`src/sv/ctw_pkg.sv`:
```
`timescale 1ns / 1ps

package ctw_pkg;

    localparam int REQ_W      = 3;
    localparam int CHAR_W     = 8;
    localparam int POS_W      = 8;
    localparam int CELL_IDX_W = 11;
    localparam int DATA_W     = 16;
    localparam int COL_OUT_W  = 7;
    localparam int ROW_OUT_W  = 5;
    localparam int HW_OUT_W   = 11;
    localparam int CFG_IDX_W  = 2;
    localparam int CFG_DATA_W = 16;

    localparam logic [REQ_W-1:0] REQ_PUT_CHAR     = 3'd0;
    localparam logic [REQ_W-1:0] REQ_BACKSPACE    = 3'd1;
    localparam logic [REQ_W-1:0] REQ_CLEAR        = 3'd2;
    localparam logic [REQ_W-1:0] REQ_SET_POS      = 3'd3;
    localparam logic [REQ_W-1:0] REQ_LATCH_CURSOR = 3'd4;
    localparam logic [REQ_W-1:0] REQ_READ_CELL    = 3'd5;

    localparam logic [CHAR_W-1:0] CHAR_BS  = 8'h08;
    localparam logic [CHAR_W-1:0] CHAR_TAB = 8'h09;
    localparam logic [CHAR_W-1:0] CHAR_LF  = 8'h0A;
    localparam logic [CHAR_W-1:0] CHAR_VT  = 8'h0B;

    localparam logic [CFG_IDX_W-1:0] CFG_BACK_COLOR = 2'd0;
    localparam logic [CFG_IDX_W-1:0] CFG_FORE_COLOR = 2'd1;
    localparam logic [CFG_IDX_W-1:0] CFG_BLANK_CELL = 2'd2;

    localparam logic [3:0] BACK_COLOR_RESET = 4'd0;
    localparam logic [3:0] FORE_COLOR_RESET = 4'd15;
    localparam logic [DATA_W-1:0] BLANK_CELL_RESET = 16'd0;

    typedef struct packed {
        logic [3:0]        back_color;
        logic [3:0]        fore_color;
        logic [DATA_W-1:0] blank_cell;
    } cfg_t;

endpackage

```
`src/sv/ctw_ctrl.sv`:
```
`timescale 1ns / 1ps

module ctw_ctrl #(
    parameter int COLUMNS = 80,
    parameter int ROWS    = 25,
    parameter int AW      = 11
) (
    input  logic                           clk,
    input  logic                           rst_n,
    input  ctw_pkg::cfg_t                  cfg,
    input  logic                           in_valid,
    output logic                           in_ready,
    input  logic [ctw_pkg::REQ_W-1:0]      req_type,
    input  logic [ctw_pkg::CHAR_W-1:0]     char_code,
    input  logic                           advance,
    input  logic [ctw_pkg::POS_W-1:0]      pos_x,
    input  logic [ctw_pkg::POS_W-1:0]      pos_y,
    input  logic [ctw_pkg::CELL_IDX_W-1:0] cell_index,
    output logic                           out_valid,
    input  logic                           out_ready,
    output logic [ctw_pkg::DATA_W-1:0]     read_data,
    output logic [ctw_pkg::COL_OUT_W-1:0]  cursor_col,
    output logic [ctw_pkg::ROW_OUT_W-1:0]  cursor_row,
    output logic [ctw_pkg::HW_OUT_W-1:0]   hw_cursor_index,
    output logic                           mem_we,
    output logic [AW-1:0]                  mem_waddr,
    output logic [ctw_pkg::DATA_W-1:0]     mem_wdata,
    output logic [AW-1:0]                  mem_raddr,
    input  logic [ctw_pkg::DATA_W-1:0]     mem_rdata
);
    import ctw_pkg::*;

    localparam int CELLS = COLUMNS * ROWS;
    localparam int CW    = $clog2(COLUMNS);
    localparam int RW    = $clog2(ROWS);

    localparam logic [CW-1:0] LAST_COL   = CW'(COLUMNS - 1);
    localparam logic [RW-1:0] LAST_ROW   = RW'(ROWS - 1);
    localparam logic [AW-1:0] COPY_LAST  = AW'(CELLS - COLUMNS);
    localparam logic [AW-1:0] LAST_CELL  = AW'(CELLS - 1);
    localparam logic [AW-1:0] SCROLL_HW  = AW'((ROWS - 1) * COLUMNS);
    localparam logic [AW-1:0] ROW_STRIDE = AW'(COLUMNS);

    typedef enum logic [2:0] {
        ST_IDLE,
        ST_EXEC,
        ST_COPY,
        ST_FILL,
        ST_RESP
    } state_t;

    state_t              state_reg;
    logic [AW-1:0]       cnt_reg;
    logic                init_done_reg;
    logic [CW-1:0]       col_reg;
    logic [RW-1:0]       row_reg;
    logic [AW-1:0]       hw_reg;
    logic                out_valid_reg;
    logic [DATA_W-1:0]   out_data_reg;
    logic [COL_OUT_W-1:0] out_col_reg;
    logic [ROW_OUT_W-1:0] out_row_reg;
    logic [HW_OUT_W-1:0] out_hw_reg;

    logic [REQ_W-1:0]      req_type_reg;
    logic [CHAR_W-1:0]     req_code_reg;
    logic                  req_adv_reg;
    logic [POS_W-1:0]      req_pos_x_reg;
    logic [POS_W-1:0]      req_pos_y_reg;
    logic [CELL_IDX_W-1:0] req_cell_reg;
    logic [DATA_W-1:0]     rd_hold_reg;

    logic [AW-1:0]     cur_idx;
    logic [CW-1:0]     col_next;
    logic [RW-1:0]     row_next;
    logic [AW-1:0]     hw_next;
    logic [DATA_W-1:0] rd_next;
    logic              exec_we;
    logic [AW-1:0]     exec_waddr;
    logic [DATA_W-1:0] exec_wdata;
    logic              line_feed;
    logic              go_scroll;
    logic              go_clear;
    logic              out_free;
    logic              out_load;
    logic              accept;

    assign in_ready = (state_reg == ST_IDLE);
    assign accept   = in_valid && in_ready;
    assign out_free = !out_valid_reg || out_ready;
    assign out_load = out_free &&
                      ((state_reg == ST_EXEC && !go_clear && !go_scroll) ||
                       state_reg == ST_RESP);

    always_comb
    begin
        cur_idx    = AW'(AW'(row_reg) * ROW_STRIDE + AW'(col_reg));
        col_next   = col_reg;
        row_next   = row_reg;
        hw_next    = hw_reg;
        rd_next    = '0;
        exec_we    = 1'b0;
        exec_waddr = cur_idx;
        exec_wdata = {cfg.back_color, cfg.fore_color, req_code_reg};
        line_feed  = 1'b0;
        go_scroll  = 1'b0;
        go_clear   = 1'b0;
        unique case (req_type_reg)
            REQ_PUT_CHAR:
            begin
                if (req_code_reg == CHAR_LF)
                begin
                    line_feed = 1'b1;
                end
                else if (req_code_reg != CHAR_BS && req_code_reg != CHAR_TAB &&
                         req_code_reg != CHAR_VT)
                begin
                    exec_we = 1'b1;
                    if (req_adv_reg)
                    begin
                        if (col_reg == LAST_COL)
                        begin
                            line_feed = 1'b1;
                        end
                        else
                        begin
                            col_next = col_reg + CW'(1);
                        end
                    end
                end
            end
            REQ_BACKSPACE:
            begin
                exec_waddr = cur_idx - AW'(1);
                exec_wdata = cfg.blank_cell;
                exec_we    = (cur_idx != '0);
                if (col_reg != '0)
                begin
                    col_next = col_reg - CW'(1);
                end
            end
            REQ_CLEAR:
            begin
                go_clear = 1'b1;
                col_next = '0;
                row_next = '0;
                hw_next  = '0;
            end
            REQ_SET_POS:
            begin
                col_next = (req_pos_x_reg > POS_W'(COLUMNS - 1)) ?
                           LAST_COL : CW'(req_pos_x_reg);
                row_next = (req_pos_y_reg > POS_W'(ROWS - 1)) ?
                           LAST_ROW : RW'(req_pos_y_reg);
            end
            REQ_LATCH_CURSOR:
            begin
                hw_next = cur_idx;
            end
            REQ_READ_CELL:
            begin
                if (32'(req_cell_reg) < 32'(CELLS))
                begin
                    rd_next = mem_rdata;
                end
            end
            default:
            begin
            end
        endcase
        if (line_feed)
        begin
            col_next = '0;
            if (row_reg == LAST_ROW)
            begin
                go_scroll = 1'b1;
                hw_next   = SCROLL_HW;
            end
            else
            begin
                row_next = row_reg + RW'(1);
            end
        end
    end

    always_comb
    begin
        mem_raddr = (state_reg == ST_COPY) ? cnt_reg + ROW_STRIDE : AW'(cell_index);
        mem_we    = 1'b0;
        mem_waddr = cnt_reg;
        mem_wdata = mem_rdata;
        unique case (state_reg)
            ST_EXEC:
            begin
                mem_we    = exec_we;
                mem_waddr = exec_waddr;
                mem_wdata = exec_wdata;
            end
            ST_COPY:
            begin
                mem_we    = (cnt_reg != '0);
                mem_waddr = cnt_reg - AW'(1);
            end
            ST_FILL:
            begin
                mem_we    = 1'b1;
                mem_wdata = init_done_reg ? cfg.blank_cell : '0;
            end
            default:
            begin
            end
        endcase
    end

    always_ff @(posedge clk)
    begin
        if (accept)
        begin
            req_type_reg  <= req_type;
            req_code_reg  <= char_code;
            req_adv_reg   <= advance;
            req_pos_x_reg <= pos_x;
            req_pos_y_reg <= pos_y;
            req_cell_reg  <= cell_index;
        end
        if (state_reg == ST_EXEC)
        begin
            rd_hold_reg <= rd_next;
        end
    end

    always_ff @(posedge clk or negedge rst_n)
    begin
        if (!rst_n)
        begin
            state_reg     <= ST_FILL;
            cnt_reg       <= '0;
            init_done_reg <= 1'b0;
            col_reg       <= '0;
            row_reg       <= '0;
            hw_reg        <= '0;
            out_valid_reg <= 1'b0;
            out_data_reg  <= '0;
            out_col_reg   <= '0;
            out_row_reg   <= '0;
            out_hw_reg    <= '0;
        end
        else
        begin
            if (out_valid_reg && out_ready && !out_load)
            begin
                out_valid_reg <= 1'b0;
            end
            unique case (state_reg)
                ST_IDLE:
                begin
                    if (in_valid)
                    begin
                        state_reg <= ST_EXEC;
                    end
                end
                ST_EXEC:
                begin
                    col_reg <= col_next;
                    row_reg <= row_next;
                    hw_reg  <= hw_next;
                    cnt_reg <= '0;
                    if (go_clear)
                    begin
                        state_reg <= ST_FILL;
                    end
                    else if (go_scroll)
                    begin
                        state_reg <= ST_COPY;
                    end
                    else if (out_free)
                    begin
                        out_valid_reg <= 1'b1;
                        out_data_reg  <= rd_next;
                        out_col_reg   <= COL_OUT_W'(col_next);
                        out_row_reg   <= ROW_OUT_W'(row_next);
                        out_hw_reg    <= HW_OUT_W'(hw_next);
                        state_reg     <= ST_IDLE;
                    end
                    else
                    begin
                        state_reg <= ST_RESP;
                    end
                end
                ST_COPY:
                begin
                    if (cnt_reg == COPY_LAST)
                    begin
                        state_reg <= ST_FILL;
                    end
                    else
                    begin
                        cnt_reg <= cnt_reg + AW'(1);
                    end
                end
                ST_FILL:
                begin
                    if (cnt_reg == LAST_CELL)
                    begin
                        init_done_reg <= 1'b1;
                        state_reg     <= init_done_reg ? ST_RESP : ST_IDLE;
                    end
                    else
                    begin
                        cnt_reg <= cnt_reg + AW'(1);
                    end
                end
                ST_RESP:
                begin
                    if (out_free)
                    begin
                        out_valid_reg <= 1'b1;
                        out_data_reg  <= rd_hold_reg;
                        out_col_reg   <= COL_OUT_W'(col_reg);
                        out_row_reg   <= ROW_OUT_W'(row_reg);
                        out_hw_reg    <= HW_OUT_W'(hw_reg);
                        state_reg     <= ST_IDLE;
                    end
                end
                default:
                begin
                    state_reg <= ST_IDLE;
                end
            endcase
        end
    end

    assign out_valid       = out_valid_reg;
    assign read_data       = out_data_reg;
    assign cursor_col      = out_col_reg;
    assign cursor_row      = out_row_reg;
    assign hw_cursor_index = out_hw_reg;

endmodule

```
`config.mk`:
```
export PLATFORM = sky130hd
export DESIGN_NAME = ctw_ctrl
export DESIGN_NICKNAME = d
export VERILOG_FILES = /design/src/sv/ctw_pkg.sv /design/src/sv/ctw_ctrl.sv
export SDC_FILE = /design/constraint.sdc
export NUM_CORES = 1
export LEC_CHECK = 0
export BUFFER_PORTS_ARGS = -buffer_cell sky130_fd_sc_hd__buf_2
export CAP_MARGIN = 20
export CORE_ASPECT_RATIO = 1.2
export CORE_MARGIN = 3
export CORE_UTILIZATION = 45
export CTS_CLUSTER_SIZE = 12
export DETAILED_ROUTE_END_ITERATION = 6
export GPL_TIMING_DRIVEN = 1
export PLACE_DENSITY = 0.68
export SYNTH_ARGS = -nofsm -noshare
export SYNTH_HDL_FRONTEND = slang
export SYNTH_SLANG_ARGS = --single-unit
```
`constraint.sdc`:
```
create_clock -name clk -period 3.14 [get_ports clk]
set_input_delay 0.157 -clock clk [delete_from_list [all_inputs] [get_ports clk]]
set_output_delay 0.157 -clock clk [all_outputs]
set_load 0.02 [all_outputs]
```
==> out/results.ini <==
[yosys]
synth_nets=1005
synth_enable_flop_cells=51
syn-cell-area_sq_um=7920
syn-instance-count=902
ys_seq_area_share_pct=44.0
async_flop_share_pct=60.5
ys_ff_latch=129
synth_warnings=0
yosys.cell_types.count=78
ys.flop_type=dfrtp_1
syn_avg_cell_area_sq_um=8.78

[power]
ir_drop_uv=473
p_seq_share_pct=31.8
power.switching_mw=3.20
pwr_density_cell_nw_per_um2=755
p_int_mw=4.59
clkPwrFrac_pct=25.6
swShare_pct=41.1
p_leak_nw=4.42
share_comb_of_total_power_pct=42.6
p_total_mw=7.79

[final_layout]
area_growth_syn_to_layout_pct=30.4
design_area_sq_um=10300
fin_nets=1207
drive_gt1_share_pct=26.8
insertedDiodeCount=0

[global_route]
grt_pass1_wl_mm=38.3
grt_overflow_total=0
grt_usage_pct=25.3
antenna_found_initial=0
grt_pass1_vias=7213
grt_max_degree=79

[routing]
drt_iter0_markers=707
vias_per_cell=5.82
vias=7755
totalWireLength_mm=25.2
drcViolationCount=0
dr.pass1.iters=5
wl_per_cell_um=18.9
antenna_left=0

[floorplanning]
pin_count=163
die_x_um=127
design.core.area_sq_um=17000
rows=52
die_y_um=151
dieArea_sq_um=19200
start_util_pct=46.4

[timing]
rsz0062_at_grt=true
skew_ns=0.0117
setup_viol=2
hold_viol=0
fin_ws_ns=-0.107
max_freq_mhz=308
final.min_clock_period_ns=3.25
worst_pin_slew_ns=0.795
whs_ns=0.0671
relSlewSlack_pct=46.9
post-route-period-util_pct=103
drv_slew=0

[worst_setup_path]
cpLargestDelayFamily=adder cells
cp_max_fo=3
crit_type=flop to output port
cp.required_ns=2.98
path_cells=ha_4 -> ha_4 -> fa_2 -> xor2_4 -> o2111ai_2 -> xor3_2 -> nor4b_4 -> o31ai_2 -> buf_4
crit_path_end_kind=output port
slowest_delay_ns=0.53
worst-path-buf-inv=1
crit_slowest_cell=xor3_2
cpMostUsedCell=ha_4
critPathArrivalTime_ns=3.09
startpoint_type=flop

[clocking]
cts_tree=done
clock-sinks=129
clk_path_buf_depth=2
htree_levels=4
cts_root_buffer=clkbuf_16
clkTransAtPathRegs_ns=0.06
cts_buffers=17
worstSkewPairLatency_ns=0.43

[job]
maxCapViolCount=0

[min_path]
hold_class=input pin to flop

[status]
status=finished with violations
violations=setup timing

[placement]
place_area_sq_um=9030
place.gp.congestion=0.918
dp_hpwl_mm=17.7
port_buffers=162

-- repair_timing --
| item | 4_1_cts | 5_1_grt |
|---|---|---|
| setup buffers | 2 | 9 |
| endpoints found under the setup margin | 4 | 5 |
| cloned | 0 | 0 |
| hold buffers | 36 | 0 |
| hold endpoints to repair | 111 | 0 |
| pin swaps | 3 | 15 |
| resized for setup | 9 | 35 |
-- cell families after synthesis --
| group | synth area share [%] |
|---|---|
| AO/OA/AOI/OAI | 20.9 |
| XOR/XNOR | 3.84 |
| adder cells (fa/ha/maj) | 3.35 |
| buffers and inverters | 4.25 |
| flip-flops | 44.0 |
| multiplexers | 0.664 |
| AND/OR/NAND/NOR | 23.0 |
-- Yosys cell counts (18+ instances only) --
| cell | count | area [sq um] |
|---|---|---|
| and2_1 | 23 | 144 |
| nor2_1 | 65 | 244 |
| nor3_1 | 21 | 105 |
| a31oi_1 | 26 | 163 |
| o21ai_0 | 69 | 345 |
| nand2_1 | 162 | 608 |
| edfxtp_1 | 51 | 1530 |
| nand3_1 | 23 | 115 |
| xor2_1 | 18 | 158 |
| clkbuf_1 | 50 | 188 |
| inv_1 | 18 | 67.6 |
| a21oi_1 | 59 | 295 |
| dfrtp_1 | 76 | 1900 |
| ha_1 | 18 | 225 |
-- worst register-to-register path: stages (launching register included) --
cell and delay (ns):
dfrtp_1 0.42, ha_4 0.26, ha_4 0.16, fa_2 0.43, xor2_4 0.18, o2111ai_2 0.08
xor3_2 0.53, buf_4 0.17, a221oi_1 0.29, and2_1 0.17, o21ai_1 0.07
-- cells in the final DEF (no fill, tap or decap), drive strengths merged, types with 8 or more instances in the layout --
| cell | Yosys | routed |
|---|---|---|
| nand4 | 12 | 12 |
| nor2 | 65 | 65 |
| a31oi | 26 | 26 |
| or3 | 8 | 8 |
| a21oi | 59 | 59 |
| nor4 | 11 | 11 |
| nor3 | 22 | 22 |
| nand3 | 23 | 23 |
| o31ai | 14 | 14 |
| and2 | 24 | 24 |
| ha | 18 | 18 |
| dfrtp | 76 | 76 |
| buf | 13 | 210 |
| edfxtp | 51 | 51 |
| dlygate4sd3 | 0 | 36 |
| a22oi | 11 | 11 |
| clkbuf | 50 | 17 |
| nand2 | 162 | 162 |
| o211ai | 13 | 13 |
| xor2 | 18 | 18 |
| inv | 18 | 28 |
| xnor2 | 14 | 14 |
| and3 | 11 | 11 |
| o21ai | 75 | 75 |
-- final timing paths --
check | start | end | slack [ns] | depth (start not counted)
max in group asynchronous | rst_n | state_reg[1]$_DFFE_PN1P_ | 2.41 | 3
max | row_reg[3]$_DFFE_PN0P_ | mem_we | -0.11 | 9
min | mem_rdata[10] | rd_hold_reg[10]$_DFFE_PP_ | 0.07 | 2
min reg2reg | hw_cursor_index[9]$_DFFE_PN0P_ | hw_cursor_index[9]$_DFFE_PN0P_ | 0.47 | 2
max reg2reg | row_reg[3]$_DFFE_PN0P_ | hw_cursor_index[10]$_DFFE_PN0P_ | 0.27 | 10
min in group asynchronous | rst_n | read_data[9]$_DFFE_PN0P_ | 0.10 | 2
-- area by class of cell --
cell class	instances	area [sq um]
timing repair buffer	246	1580
clock buffer	17	425
multi-input combinational	691	4320
fill	1487	6720
clock inverter	15	166
tap	216	270
inverter	19	71.3
sequential	129	3490
-- power by group through the flow --
stage,logic (mW),clock network (mW),registers [mW]
final,3.32,1.99,2.48
after global routing,3.62,2.10,2.53
after CTS,3.04,2.02,2.47
after detailed placement,2.95,0,2.50
after global placement,2.92,0,2.49
after floorplan,1.78,0,2.62
-- per-stage QoR --
stage / setup slack, ns / cells / setup TNS, ns / util (%)
after global routing: -0.205 / 1333 / -0.434 / 60.6
after detailed placement: 0.160 / 1253 / 0 / 53.0
final: -0.107 / 1333 / -0.188 / 60.6
after floorplan: 0.332 / 902 / 0 / -
after CTS: -0.0688 / 1323 / -0.127 / 58.9
after global placement: 0.212 / 1253 / 0 / 53.0
-- metal layers --
metal / up-vias / routed length (um) / GRT usage [%]
met5: - / 0 / 0
met4: 0 / 504 / 8.85
met3: 42 / 1560 / 4.55
met2: 305 / 12500 / 41.9
met1: 3726 / 10700 / 33.6
li1: 3682 / - / -
(Power assumes the default switching activity.)
